### config.mk
export PLATFORM = sky130hd
export DESIGN_NAME = masked_interrupt_dispatch_queue_flat
export DESIGN_NICKNAME = d
export VERILOG_FILES = /design/src/hdl/mdq_pkg.sv /design/src/hdl/mdq_ifs.sv /design/src/hdl/masked_interrupt_dispatch_queue.sv /design/src/hdl/mdq_front.sv /design/src/hdl/mdq_cmd_queue.sv /design/src/hdl/mdq_back.sv /design/src/flat_wrapper.sv
export SDC_FILE = /design/constraint.sdc
export NUM_CORES = 2
export LEC_CHECK = 0
export ABC_AREA = 0
export BUFFER_PORTS_ARGS = -buffer_cell sky130_fd_sc_hd__buf_2
export CAP_MARGIN = 0
export CORE_MARGIN = 1.5
export CORE_UTILIZATION = 45
export DETAILED_ROUTE_END_ITERATION = 7
export PLACE_DENSITY = 0.64
export SLEW_MARGIN = 15
export SYNTH_ARGS = -nofsm -noshare
export SYNTH_HDL_FRONTEND = slang
export SYNTH_SLANG_ARGS = --single-unit
### constraint.sdc
create_clock -name clk -period 7.97 [get_ports clk]
set_clock_uncertainty 0.2 [all_clocks]
set_input_delay 0.797 -clock clk [delete_from_list [all_inputs] [get_ports clk]]
set_output_delay 0.797 -clock clk [all_outputs]
set_load 0.02 [all_outputs]
### src/hdl/mdq_pkg.sv
// Package for the masked interrupt dispatch queue: codes, widths and the
// command record that travels from the front end to the dispatch engine.
// No dependencies.
package mdq_pkg;

	// Field widths fixed by the item format
	localparam int LINE_W    = 5;
	localparam int OP_W      = 2;
	localparam int STATUS_W  = 3;
	localparam int DRAIN_W   = 5;
	localparam int CNT_W     = 32;
	localparam int CFG_IDX_W = 2;
	localparam int CFG_DAT_W = 32;

	// Default sizes and the per-drain limit
	localparam int DEF_NUM_LINES   = 32;
	localparam int DEF_QUEUE_DEPTH = 16;
	localparam int MAX_RESULTS     = 16;

	// Request operations
	localparam logic [OP_W-1:0] OP_FIRE  = 2'd0;
	localparam logic [OP_W-1:0] OP_DRAIN = 2'd1;
	localparam logic [OP_W-1:0] OP_STATS = 2'd2;

	// Configuration register indexes
	localparam logic [CFG_IDX_W-1:0] CFG_GLOBAL_ENABLE = 2'd0;
	localparam logic [CFG_IDX_W-1:0] CFG_LINE_MASK     = 2'd1;
	localparam logic [CFG_IDX_W-1:0] CFG_DEFERRED      = 2'd2;

	// Result status codes
	typedef enum logic [STATUS_W-1:0] {
		ST_DISPATCHED = 3'd0,
		ST_QUEUED     = 3'd1,
		ST_DROPPED    = 3'd2,
		ST_MASKED     = 3'd3,
		ST_DRAINED    = 3'd4,
		ST_EMPTY      = 3'd5,
		ST_STATS      = 3'd6
	} status_t;

	// Request class decided by the front end
	typedef enum logic [1:0] {
		K_FIRE   = 2'd0,
		K_MASKED = 2'd1,
		K_DRAIN  = 2'd2,
		K_STATS  = 2'd3
	} cmd_kind_t;

	typedef struct packed {
		cmd_kind_t         kind;
		logic [LINE_W-1:0] line;
		logic              in_range;
		logic              deferred;
	} cmd_t;

endpackage

### src/hdl/mdq_ifs.sv
// Channel interfaces of the interrupt dispatch queue: request, result and
// configuration write. Depends on mdq_pkg.
interface mdq_req_if;
	import mdq_pkg::*;
	logic              valid;
	logic              ready;
	logic [OP_W-1:0]   operation;
	logic [LINE_W-1:0] irq_line;
	modport source (output valid, operation, irq_line, input ready);
	modport sink   (input valid, operation, irq_line, output ready);
endinterface

interface mdq_rsp_if;
	import mdq_pkg::*;
	logic                valid;
	logic                ready;
	logic [STATUS_W-1:0] status;
	logic [LINE_W-1:0]   line_out;
	logic [DRAIN_W-1:0]  drained_count;
	logic                last_result;
	logic [CNT_W-1:0]    fire_count_out;
	logic [CNT_W-1:0]    queued_total_out;
	logic [CNT_W-1:0]    dropped_total_out;
	modport source (output valid, status, line_out, drained_count, last_result,
		fire_count_out, queued_total_out, dropped_total_out, input ready);
	modport sink   (input valid, status, line_out, drained_count, last_result,
		fire_count_out, queued_total_out, dropped_total_out, output ready);
endinterface

interface mdq_cfg_if;
	import mdq_pkg::*;
	logic                 valid;
	logic                 ready;
	logic [CFG_IDX_W-1:0] index;
	logic [CFG_DAT_W-1:0] data;
	modport source (output valid, index, data, input ready);
	modport sink   (input valid, index, data, output ready);
endinterface

### src/hdl/masked_interrupt_dispatch_queue.sv
// Masked interrupt dispatch queue: top level joining front end, command queue
// and dispatch engine. Depends on mdq_pkg, mdq_ifs, mdq_front, mdq_cmd_queue, mdq_back.
//
// Usage:
//   irq_req carries requests (operation, irq_line): fire, drain or statistics read.
//   irq_rsp carries results; a drain yields one result per popped line, the
//   final one flagged by last_result. Unknown operations give no result.
//   cfg writes global_enable (0), line_enable_mask (1) and deferred_mode (2);
//   write it only while no request is in flight.
// Timing:
//   A fire or statistics read passes the command queue, the job registers and
//   the result register; the engine takes a new request only once it is back in
//   idle, as the registered read of the fire counter memory comes ahead of the update cycle.
//   A drain gives one result per popped line (ring read, then counter read),
//   up to sixteen per request.
//   The front end keeps transferring requests into a two-entry command queue
//   while the engine works; the engine can take up its next job while the previous
//   result waits, but gives no new result until that one is taken.
// Reset: counters, totals and the ring are cleared at once; the block is ready
//   in the first cycle after reset. When the receiver stalls, the result
//   holds, the engine stops, and requests back up into the command queue.
module masked_interrupt_dispatch_queue #(
	parameter int NUM_LINES   = mdq_pkg::DEF_NUM_LINES,
	parameter int QUEUE_DEPTH = mdq_pkg::DEF_QUEUE_DEPTH
) (
	input  logic      clk,
	input  logic      arst_n,
	mdq_req_if.sink   irq_req,
	mdq_rsp_if.source irq_rsp,
	mdq_cfg_if.sink   cfg
);
	import mdq_pkg::*;

	logic front_valid;
	cmd_t front_cmd;
	logic front_ready;
	logic back_valid;
	cmd_t back_cmd;
	logic back_ready;

	mdq_front #(
		.NUM_LINES (NUM_LINES)
	) u_front (
		.clk       (clk),
		.arst_n    (arst_n),
		.irq_req   (irq_req),
		.cfg       (cfg),
		.cmd_valid (front_valid),
		.cmd       (front_cmd),
		.cmd_ready (front_ready)
	);

	mdq_cmd_queue u_queue (
		.clk        (clk),
		.arst_n     (arst_n),
		.push_valid (front_valid),
		.push_cmd   (front_cmd),
		.push_ready (front_ready),
		.pop_valid  (back_valid),
		.pop_cmd    (back_cmd),
		.pop_ready  (back_ready)
	);

	mdq_back #(
		.NUM_LINES   (NUM_LINES),
		.QUEUE_DEPTH (QUEUE_DEPTH)
	) u_back (
		.clk       (clk),
		.arst_n    (arst_n),
		.cmd_valid (back_valid),
		.cmd       (back_cmd),
		.cmd_ready (back_ready),
		.irq_rsp   (irq_rsp)
	);

endmodule

### src/hdl/mdq_front.sv
// Front end: configuration registers, request intake and classification.
// Depends on mdq_pkg and mdq_ifs.
module mdq_front #(
	parameter int NUM_LINES = mdq_pkg::DEF_NUM_LINES
) (
	input  logic          clk,
	input  logic          arst_n,
	mdq_req_if.sink       irq_req,
	mdq_cfg_if.sink       cfg,
	output logic          cmd_valid,
	output mdq_pkg::cmd_t cmd,
	input  logic          cmd_ready
);
	import mdq_pkg::*;

	logic              global_en_q;
	logic [CNT_W-1:0]  line_mask_q;
	logic              deferred_q;
	logic              in_range;
	logic              line_open;

	// Configuration writes are always taken
	assign cfg.ready = 1'b1;

	always_ff @(posedge clk or negedge arst_n) begin
		if (!arst_n) begin
			global_en_q <= 1'b1;
			line_mask_q <= '1;
			deferred_q  <= 1'b0;
		end else if (cfg.valid) begin
			case (cfg.index)
				CFG_GLOBAL_ENABLE: global_en_q <= cfg.data[0];
				CFG_LINE_MASK:     line_mask_q <= cfg.data;
				CFG_DEFERRED:      deferred_q  <= cfg.data[0];
				default: ;
			endcase
		end
	end

	// Classify the request; unknown operations are dropped here
	assign in_range  = 32'(irq_req.irq_line) < 32'(NUM_LINES);
	assign line_open = in_range && global_en_q && line_mask_q[irq_req.irq_line];
	assign irq_req.ready = cmd_ready;

	always_comb begin
		cmd.line     = irq_req.irq_line;
		cmd.in_range = in_range;
		cmd.deferred = deferred_q;
		cmd.kind     = K_STATS;
		cmd_valid    = 1'b0;
		case (irq_req.operation)
			OP_FIRE: begin
				cmd.kind  = line_open ? K_FIRE : K_MASKED;
				cmd_valid = irq_req.valid;
			end
			OP_DRAIN: begin
				cmd.kind  = K_DRAIN;
				cmd_valid = irq_req.valid;
			end
			OP_STATS: begin
				cmd.kind  = K_STATS;
				cmd_valid = irq_req.valid;
			end
			default: ;
		endcase
	end

endmodule

### src/hdl/mdq_cmd_queue.sv
// Two-entry command queue between the front end and the dispatch engine.
// Depends on mdq_pkg.
module mdq_cmd_queue (
	input  logic          clk,
	input  logic          arst_n,
	input  logic          push_valid,
	input  mdq_pkg::cmd_t push_cmd,
	output logic          push_ready,
	output logic          pop_valid,
	output mdq_pkg::cmd_t pop_cmd,
	input  logic          pop_ready
);
	import mdq_pkg::*;

	localparam int DEPTH = 2;

	cmd_t       slot_q [DEPTH];
	logic       wr_ptr_q;
	logic       rd_ptr_q;
	logic [1:0] count_q;
	logic       do_push;
	logic       do_pop;

	assign push_ready = count_q != 2'(DEPTH);
	assign pop_valid  = count_q != 2'd0;
	assign pop_cmd    = slot_q[rd_ptr_q];
	assign do_push    = push_valid && push_ready;
	assign do_pop     = pop_valid && pop_ready;

	// Hold entries; no reset on the payload
	always_ff @(posedge clk) begin
		if (do_push) begin
			slot_q[wr_ptr_q] <= push_cmd;
		end
	end

	// Advance pointers and occupancy
	always_ff @(posedge clk or negedge arst_n) begin
		if (!arst_n) begin
			wr_ptr_q <= 1'b0;
			rd_ptr_q <= 1'b0;
			count_q  <= 2'd0;
		end else begin
			if (do_push) begin
				wr_ptr_q <= ~wr_ptr_q;
			end
			if (do_pop) begin
				rd_ptr_q <= ~rd_ptr_q;
			end
			if (do_push && !do_pop) begin
				count_q <= count_q + 2'd1;
			end else if (do_pop && !do_push) begin
				count_q <= count_q - 2'd1;
			end
		end
	end

endmodule

### src/hdl/mdq_back.sv
// Dispatch engine: fire counters, pending line ring, totals and result register.
// Depends on mdq_pkg and mdq_ifs.
module mdq_back #(
	parameter int NUM_LINES   = mdq_pkg::DEF_NUM_LINES,
	parameter int QUEUE_DEPTH = mdq_pkg::DEF_QUEUE_DEPTH
) (
	input  logic          clk,
	input  logic          arst_n,
	input  logic          cmd_valid,
	input  mdq_pkg::cmd_t cmd,
	output logic          cmd_ready,
	mdq_rsp_if.source     irq_rsp
);
	import mdq_pkg::*;

	localparam int LINE_AW = (NUM_LINES > 1) ? $clog2(NUM_LINES) : 1;
	localparam int QAW     = (QUEUE_DEPTH > 1) ? $clog2(QUEUE_DEPTH) : 1;
	localparam int FILL_W  = $clog2(QUEUE_DEPTH + 1);

	typedef enum logic [1:0] {
		S_IDLE,
		S_POP,
		S_EXEC
	} state_t;

	state_t              state_q;
	cmd_kind_t           job_kind_q;
	logic [LINE_W-1:0]   job_line_q;
	logic                job_in_range_q;
	logic                job_def_q;
	logic                job_empty_q;
	logic [DRAIN_W-1:0]  n_q;
	logic                last_q;

	logic [CNT_W-1:0]    cnt_mem [NUM_LINES];
	logic [NUM_LINES-1:0] cnt_vld_q;
	logic [CNT_W-1:0]    rdata_q;
	logic                rvld_q;
	logic [LINE_W-1:0]   pend_mem [QUEUE_DEPTH];
	logic [LINE_W-1:0]   pend_rd_q;

	logic [QAW-1:0]      head_q;
	logic [QAW-1:0]      tail_q;
	logic [FILL_W-1:0]   fill_q;
	logic [CNT_W-1:0]    queued_q;
	logic [CNT_W-1:0]    dropped_q;

	logic                out_valid_q;
	status_t             out_status_q;
	logic [LINE_W-1:0]   out_line_q;
	logic [DRAIN_W-1:0]  out_drained_q;
	logic                out_last_q;
	logic [CNT_W-1:0]    out_fc_q;
	logic [CNT_W-1:0]    out_queued_q;
	logic [CNT_W-1:0]    out_dropped_q;

	logic [LINE_W-1:0]   rd_line;
	logic [LINE_AW+LINE_W-1:0] rd_wide;
	logic [LINE_AW-1:0]  rd_addr;
	logic [LINE_AW+LINE_W-1:0] job_wide;
	logic [LINE_AW-1:0]  job_addr;
	logic [CNT_W-1:0]    count_rd;
	logic [CNT_W-1:0]    count_inc;
	logic                fill_full;
	logic                emit;
	logic                cnt_wr;
	logic                do_push;
	logic                do_cnt_wr;
	status_t             res_status;
	logic [LINE_W-1:0]   res_line;
	logic [DRAIN_W-1:0]  res_drained;
	logic                res_last;
	logic [CNT_W-1:0]    res_fc;
	logic [CNT_W-1:0]    queued_nxt;
	logic [CNT_W-1:0]    dropped_nxt;
	logic                drain_more;

	// Select the counter read address for the cycle ahead
	always_comb begin
		case (state_q)
			S_IDLE:  rd_line = cmd.line;
			S_POP:   rd_line = pend_rd_q;
			default: rd_line = job_line_q;
		endcase
	end

	assign rd_wide  = {{LINE_AW{1'b0}}, rd_line};
	assign rd_addr  = rd_wide[LINE_AW-1:0];
	assign job_wide = {{LINE_AW{1'b0}}, job_line_q};
	assign job_addr = job_wide[LINE_AW-1:0];

	// Counter memory: one write, one registered read
	always_ff @(posedge clk) begin
		rdata_q <= cnt_mem[rd_addr];
		rvld_q  <= cnt_vld_q[rd_addr];
		if (cnt_wr) begin
			cnt_mem[job_addr] <= count_inc;
		end
	end

	// Pending line ring: write at tail, registered read at head
	always_ff @(posedge clk) begin
		pend_rd_q <= pend_mem[head_q];
		if (do_push && emit) begin
			pend_mem[tail_q] <= job_line_q;
		end
	end

	assign count_rd   = (job_in_range_q && rvld_q) ? rdata_q : '0;
	assign count_inc  = count_rd + CNT_W'(1);
	assign fill_full  = fill_q == FILL_W'(QUEUE_DEPTH);
	assign emit       = (state_q == S_EXEC) && (!out_valid_q || irq_rsp.ready);
	assign cnt_wr     = emit && do_cnt_wr;
	assign cmd_ready  = state_q == S_IDLE;
	assign drain_more = (job_kind_q == K_DRAIN) && !job_empty_q && !last_q;

	// Build the result of the current job
	always_comb begin
		res_status  = ST_STATS;
		res_line    = job_line_q;
		res_drained = '0;
		res_last    = 1'b1;
		res_fc      = count_rd;
		queued_nxt  = queued_q;
		dropped_nxt = dropped_q;
		do_push     = 1'b0;
		do_cnt_wr   = 1'b0;
		case (job_kind_q)
			K_FIRE: begin
				do_cnt_wr = 1'b1;
				res_fc    = count_inc;
				if (!job_def_q) begin
					res_status = ST_DISPATCHED;
				end else if (fill_full) begin
					res_status  = ST_DROPPED;
					dropped_nxt = dropped_q + CNT_W'(1);
				end else begin
					res_status = ST_QUEUED;
					do_push    = 1'b1;
					queued_nxt = queued_q + CNT_W'(1);
				end
			end
			K_MASKED: begin
				res_status = ST_MASKED;
			end
			K_DRAIN: begin
				if (job_empty_q) begin
					res_status = ST_EMPTY;
					res_line   = '0;
					res_fc     = '0;
				end else begin
					res_status  = ST_DRAINED;
					res_drained = n_q;
					res_last    = last_q;
				end
			end
			K_STATS: begin
				res_status = ST_STATS;
			end
			default: ;
		endcase
	end

	// Sequencer, ring pointers, totals and result register
	always_ff @(posedge clk or negedge arst_n) begin
		if (!arst_n) begin
			state_q        <= S_IDLE;
			job_kind_q     <= K_STATS;
			job_line_q     <= '0;
			job_in_range_q <= 1'b0;
			job_def_q      <= 1'b0;
			job_empty_q    <= 1'b0;
			n_q            <= '0;
			last_q         <= 1'b0;
			cnt_vld_q      <= '0;
			head_q         <= '0;
			tail_q         <= '0;
			fill_q         <= '0;
			queued_q       <= '0;
			dropped_q      <= '0;
			out_valid_q    <= 1'b0;
		end else begin
			if (!emit && irq_rsp.ready) begin
				out_valid_q <= 1'b0;
			end
			case (state_q)
				S_IDLE: begin
					if (cmd_valid) begin
						job_kind_q     <= cmd.kind;
						job_line_q     <= cmd.line;
						job_in_range_q <= cmd.in_range;
						job_def_q      <= cmd.deferred;
						job_empty_q    <= fill_q == '0;
						n_q            <= '0;
						state_q <= (cmd.kind == K_DRAIN && fill_q != '0) ? S_POP : S_EXEC;
					end
				end
				S_POP: begin
					job_line_q     <= pend_rd_q;
					job_in_range_q <= 1'b1;
					head_q  <= (head_q == QAW'(QUEUE_DEPTH - 1)) ? '0 : head_q + QAW'(1);
					fill_q  <= fill_q - FILL_W'(1);
					n_q     <= n_q + DRAIN_W'(1);
					last_q  <= (fill_q == FILL_W'(1)) ||
						(n_q + DRAIN_W'(1) == DRAIN_W'(MAX_RESULTS));
					state_q <= S_EXEC;
				end
				S_EXEC: begin
					if (emit) begin
						out_valid_q <= 1'b1;
						queued_q    <= queued_nxt;
						dropped_q   <= dropped_nxt;
						if (cnt_wr) begin
							cnt_vld_q[job_addr] <= 1'b1;
						end
						if (do_push) begin
							tail_q <= (tail_q == QAW'(QUEUE_DEPTH - 1)) ? '0 : tail_q + QAW'(1);
							fill_q <= fill_q + FILL_W'(1);
						end
						state_q <= drain_more ? S_POP : S_IDLE;
					end
				end
				default: state_q <= S_IDLE;
			endcase
		end
	end

	// Result payload; no reset needed
	always_ff @(posedge clk) begin
		if (emit) begin
			out_status_q  <= res_status;
			out_line_q    <= res_line;
			out_drained_q <= res_drained;
			out_last_q    <= res_last;
			out_fc_q      <= res_fc;
			out_queued_q  <= queued_nxt;
			out_dropped_q <= dropped_nxt;
		end
	end

	assign irq_rsp.valid             = out_valid_q;
	assign irq_rsp.status            = out_status_q;
	assign irq_rsp.line_out          = out_line_q;
	assign irq_rsp.drained_count     = out_drained_q;
	assign irq_rsp.last_result       = out_last_q;
	assign irq_rsp.fire_count_out    = out_fc_q;
	assign irq_rsp.queued_total_out  = out_queued_q;
	assign irq_rsp.dropped_total_out = out_dropped_q;

`ifndef ASSERT_OFF
	a_fill_bound: assert property (@(posedge clk) disable iff (!arst_n)
		fill_q <= FILL_W'(QUEUE_DEPTH))
		else $error("pending ring fill beyond depth");

	a_pop_nonempty: assert property (@(posedge clk) disable iff (!arst_n)
		(state_q == S_POP) |-> (fill_q != '0))
		else $error("pop from an empty pending ring");

	a_last_to_idle: assert property (@(posedge clk) disable iff (!arst_n)
		(emit && res_last) |=> (state_q == S_IDLE))
		else $error("sequencer did not return to idle after the final result");

	a_queued_count: assert property (@(posedge clk) disable iff (!arst_n)
		(emit && res_status == ST_QUEUED) |=>
		(queued_q == $past(queued_q) + CNT_W'(1)) && (fill_q == $past(fill_q) + FILL_W'(1)))
		else $error("queued fire not counted");
`endif

endmodule

### src/flat_wrapper.sv
// flat-port wrapper written by rule: the top's interface ports become plain ports
module masked_interrupt_dispatch_queue_flat import mdq_pkg::*;
#(
	parameter int NUM_LINES   = mdq_pkg::DEF_NUM_LINES,
	parameter int QUEUE_DEPTH = mdq_pkg::DEF_QUEUE_DEPTH
)
  (clk, arst_n, irq_req_valid, irq_req_operation, irq_req_irq_line, irq_req_ready, irq_rsp_valid, irq_rsp_status, irq_rsp_line_out, irq_rsp_drained_count, irq_rsp_last_result, irq_rsp_fire_count_out, irq_rsp_queued_total_out, irq_rsp_dropped_total_out, irq_rsp_ready, cfg_valid, cfg_index, cfg_data, cfg_ready);
  mdq_req_if irq_req_i ();
  mdq_rsp_if irq_rsp_i ();
  mdq_cfg_if cfg_i ();
  input  logic clk;
  input  logic arst_n;
  input wire logic [$bits(irq_req_i.valid)-1:0] irq_req_valid;
  input wire logic [$bits(irq_req_i.operation)-1:0] irq_req_operation;
  input wire logic [$bits(irq_req_i.irq_line)-1:0] irq_req_irq_line;
  output wire logic [$bits(irq_req_i.ready)-1:0] irq_req_ready;
  output wire logic [$bits(irq_rsp_i.valid)-1:0] irq_rsp_valid;
  output wire logic [$bits(irq_rsp_i.status)-1:0] irq_rsp_status;
  output wire logic [$bits(irq_rsp_i.line_out)-1:0] irq_rsp_line_out;
  output wire logic [$bits(irq_rsp_i.drained_count)-1:0] irq_rsp_drained_count;
  output wire logic [$bits(irq_rsp_i.last_result)-1:0] irq_rsp_last_result;
  output wire logic [$bits(irq_rsp_i.fire_count_out)-1:0] irq_rsp_fire_count_out;
  output wire logic [$bits(irq_rsp_i.queued_total_out)-1:0] irq_rsp_queued_total_out;
  output wire logic [$bits(irq_rsp_i.dropped_total_out)-1:0] irq_rsp_dropped_total_out;
  input wire logic [$bits(irq_rsp_i.ready)-1:0] irq_rsp_ready;
  input wire logic [$bits(cfg_i.valid)-1:0] cfg_valid;
  input wire logic [$bits(cfg_i.index)-1:0] cfg_index;
  input wire logic [$bits(cfg_i.data)-1:0] cfg_data;
  output wire logic [$bits(cfg_i.ready)-1:0] cfg_ready;
  assign irq_req_i.valid = irq_req_valid;
  assign irq_req_i.operation = irq_req_operation;
  assign irq_req_i.irq_line = irq_req_irq_line;
  assign irq_req_ready = irq_req_i.ready;
  assign irq_rsp_valid = irq_rsp_i.valid;
  assign irq_rsp_status = irq_rsp_i.status;
  assign irq_rsp_line_out = irq_rsp_i.line_out;
  assign irq_rsp_drained_count = irq_rsp_i.drained_count;
  assign irq_rsp_last_result = irq_rsp_i.last_result;
  assign irq_rsp_fire_count_out = irq_rsp_i.fire_count_out;
  assign irq_rsp_queued_total_out = irq_rsp_i.queued_total_out;
  assign irq_rsp_dropped_total_out = irq_rsp_i.dropped_total_out;
  assign irq_rsp_i.ready = irq_rsp_ready;
  assign cfg_i.valid = cfg_valid;
  assign cfg_i.index = cfg_index;
  assign cfg_i.data = cfg_data;
  assign cfg_ready = cfg_i.ready;
  masked_interrupt_dispatch_queue #(.NUM_LINES(NUM_LINES), .QUEUE_DEPTH(QUEUE_DEPTH)) u_core (.clk(clk), .arst_n(arst_n), .irq_req(irq_req_i), .irq_rsp(irq_rsp_i), .cfg(cfg_i));
endmodule
==> results.sh <==
export IMPL_status="complete, no violations"
export IMPL_worst_pin_slew_ns=1.29
export IMPL_die_w_um=375
export IMPL_core_um2=137000
export IMPL_seq_area_frac_synth_pct=67.2
export IMPL_dieHeight_um=375
export IMPL_crit_start="u_core.u_back.state_q[1]"
export IMPL_reg2reg_to="u_core.u_back.rdata_q[12]"
export IMPL_cp_start_kind="flip-flop"
export IMPL_gp_congestion=0.860
export IMPL_relSlewSlack_pct=13.6
export IMPL_cts_sinks=1434
export IMPL_power_density_nw_per_um2=406
export IMPL_drc_errors=0
export IMPL_r2r_start="u_core.u_back.state_q[1]"
export IMPL_cp_cell_sequence="nor2_4, a221o_4, buf_12, mux4_2, nor3_1, a2111oi_1, and3_1"
export IMPL_grt_max_degree=134
export IMPL_stdcell_area_um2=70600
export IMPL_post_synth_top_count_cell="edfxtp_1"
export IMPL_max_freq_mhz=195
export IMPL_post_place_ws_ns=2.87
export IMPL_routedWlPerCell_um=26.5
export IMPL_rsz0062_at_grt="false"
export IMPL_grt_first_pass_wirelength_um=244000
export IMPL_cts_buffers=149
export IMPL_avgSynthCellArea_um2=15.0
export IMPL_overflow=0
export IMPL_async_flop_share_pct=11.6
export IMPL_fillers=11221
export IMPL_finalCritPeriodShare_pct=64.4
export IMPL_dr_first_iter_drc_count=4064
export IMPL_die_area_um2=141000
export IMPL_cp_num_buf_inv=1
export IMPL_wirelength_um=164000
export IMPL_cp_endpoint="u_core.u_back.rdata_q[12]"
export IMPL_setup_viol=0
export IMPL_ir_worst_vdd_v=0.000575
export IMPL_synthCells=4152
export IMPL_reg2reg_slack_ns=2.84
export IMPL_layout_drive_gt1_share_pct=19.6
export IMPL_path_class="reg -> reg"
export IMPL_numPortBuffers=157
export IMPL_htreeDepth=4
export IMPL_synth_distinct_cells=79
export IMPL_routed_via_density=6.17
export IMPL_fin_crit_ns=5.13
export IMPL_drv_slew=0
export IMPL_top_regs="u_core.u_back.cnt_mem: 1024 flops, u_core.u_back.pend_mem: 80 flops"
export IMPL_required_ns=8.49
export IMPL_r2r_cells=7
export IMPL_largest_register="u_core.u_back.cnt_mem"
export IMPL_path_depth=7
export IMPL_ys_ff_latch=1434
export IMPL_finalHoldViolations=0
export IMPL_maxCapViolations=0
export IMPL_hold_path_class="in -> reg"
export IMPL_ant_nets=0
export IMPL_synthTopCellsByCount="edfxtp_1, mux2i_1, nand2_1"
export IMPL_max_stage_delay_ns=1.10
export IMPL_dpl_instance_area_um2=65600
export IMPL_setup_slack_ns=2.84
export IMPL_cts_clk_slew_worst_paths_ns=0.06
export IMPL_dpl_hpwl_um=93000
export IMPL_leakagePower_uw=0.0250
export IMPL_cp_arrival_ns=5.65
export IMPL_nets=4341
export IMPL_insertion_delay_ns=0.79
export IMPL_ys_flop_type="edfxtp_1"
export IMPL_synth_area_um2=62300
export IMPL_seqCellArea_um2=41900
export IMPL_syn_nets=4212
export IMPL_synth_top_area_share_pct=59.3
export IMPL_tns_ns=0
export IMPL_crit_family="compound AO/OA/AOI/OAI gates"
export IMPL_cp_end_kind="flip-flop"
export IMPL_synth_edf_count=1230
export IMPL_clock_root_buffer="clkbuf_16"
export IMPL_yosysWarnings=0
export IMPL_rows=136
export IMPL_yosys_area_top_type="edfxtp_1"
export IMPL_clockBufferDepth=3
export IMPL_multi_input_area_um2=19600
export IMPL_synthTopCellsByArea="edfxtp_1, mux4_2, mux2i_1"
export IMPL_start_util_pct=45.3
export IMPL_grt_pass1_vias=37188
export IMPL_crit_slowest_cell="a2111oi_1"
export IMPL_cp_max_fo=119
export IMPL_area_delta_synth_final_pct=13.2
export IMPL_dr_pass1_iters=6
export IMPL_vias=38234
export IMPL_antenna_found_initial=17
export IMPL_largest_reg_flops=1024
export IMPL_ios=159
export IMPL_cts_tree="done"
export IMPL_groute_usage_overall_pct=23.1
## layout by cell type, fill, tap and decap left out, drive strengths merged, types with 90 or more instances in the layout
cell type / instances
xor2: 90
dfrtp: 131
mux4: 167
o22ai: 141
buf: 270
a21oi: 117
nand2: 330
nor3: 167
a311o: 130
nor2: 149
edfxtp: 1230
and3: 179
mux2i: 345
clkbuf: 191
## worst reg2reg max path, cell delays in order, from the launching register on
cell and delay (ns):
dfrtp_1 0.66, nor2_4 0.84, a221o_4 0.87, buf_12 0.58, mux4_2 0.48, nor3_1 0.05
a2111oi_1 1.10, and3_1 0.27
## metal layers
metal	GRT usage [%]	vias up	share of wire (%)
met5	0	-	0.0079
met4	6.94	2	2.5
met3	4.09	251	7.9
met2	36.4	1611	47
met1	32.8	19735	43
li1	-	16635	-
## kinds of logic (layout without fill, tap and decap cells)
kind of cell / after synthesis / in the layout / share of synthesized area, %
flops: 1434 / 1434 / 67.2
other cells: 1 / 4 / 0.00602
compound gates: 606 / 606 / 7.29
xor+xnor: 167 / 167 / 2.35
mux: 550 / 550 / 12.3
fa+ha+maj: 14 / 14 / 0.281
buf+inv: 330 / 582 / 2.22
simple gates: 1050 / 1050 / 8.34
## report_power, final
| group | total [µW] | switching (µW) | internal (µW) | leakage (µW) |
|---|---|---|---|---|
| logic | 11200 | 7180 | 4040 | 0.00893 |
| clock network | 6920 | 2980 | 3930 | 0.00235 |
| registers | 10500 | 682 | 9830 | 0.0137 |
## per-stage QoR
step,std cells,hold slack (ns),util (%),total power [µW]
CTS,6198,0.000416,51.3,28600
global placement,5910,0.248,47.6,21500
finish,6201,0.0506,51.3,28600
floorplan,4152,0.234,-,17900
global route,6198,0.0252,51.3,29800
detailed placement,5914,0.248,47.7,21700
## how the worst min path moves through the flow
| stage | depth (start not counted) | endpoint | from |
|---|---|---|---|
| global placement | 1 | u_core.u_back.cnt_vld_q[5] | u_core.u_back.cnt_vld_q[5] |
| detailed placement | 1 | u_core.u_back.cnt_vld_q[7] | u_core.u_back.cnt_vld_q[7] |
| finish | 2 | u_core.u_front.line_mask_q[12] | cfg_data[12] |
| global route | 2 | u_core.u_front.line_mask_q[20] | cfg_data[20] |
| CTS | 2 | u_core.u_front.line_mask_q[12] | cfg_data[12] |
| floorplan | 1 | u_core.u_back.cnt_vld_q[17] | u_core.u_back.cnt_vld_q[17] |
## cell type report
class | count | share of cell area (%)
multi-input cells | 2388 | 27.8
well taps | 1794 | 3.18
flip-flops and latches | 1434 | 59.4
diodes | 3 | 0.0106
inverters | 25 | 0.140
clock buffers | 191 | 5.71
repair buffers | 283 | 2.63
clock inverters | 83 | 1.18
## repair_timing
item | in CTS | in global routing
hold endpoints to repair | 35 | 0
buffers inserted | 0 | 0
resized for setup | 0 | 0
hold buffers | 10 | 0
No activity file was read; power rests on OpenSTA's default activity.
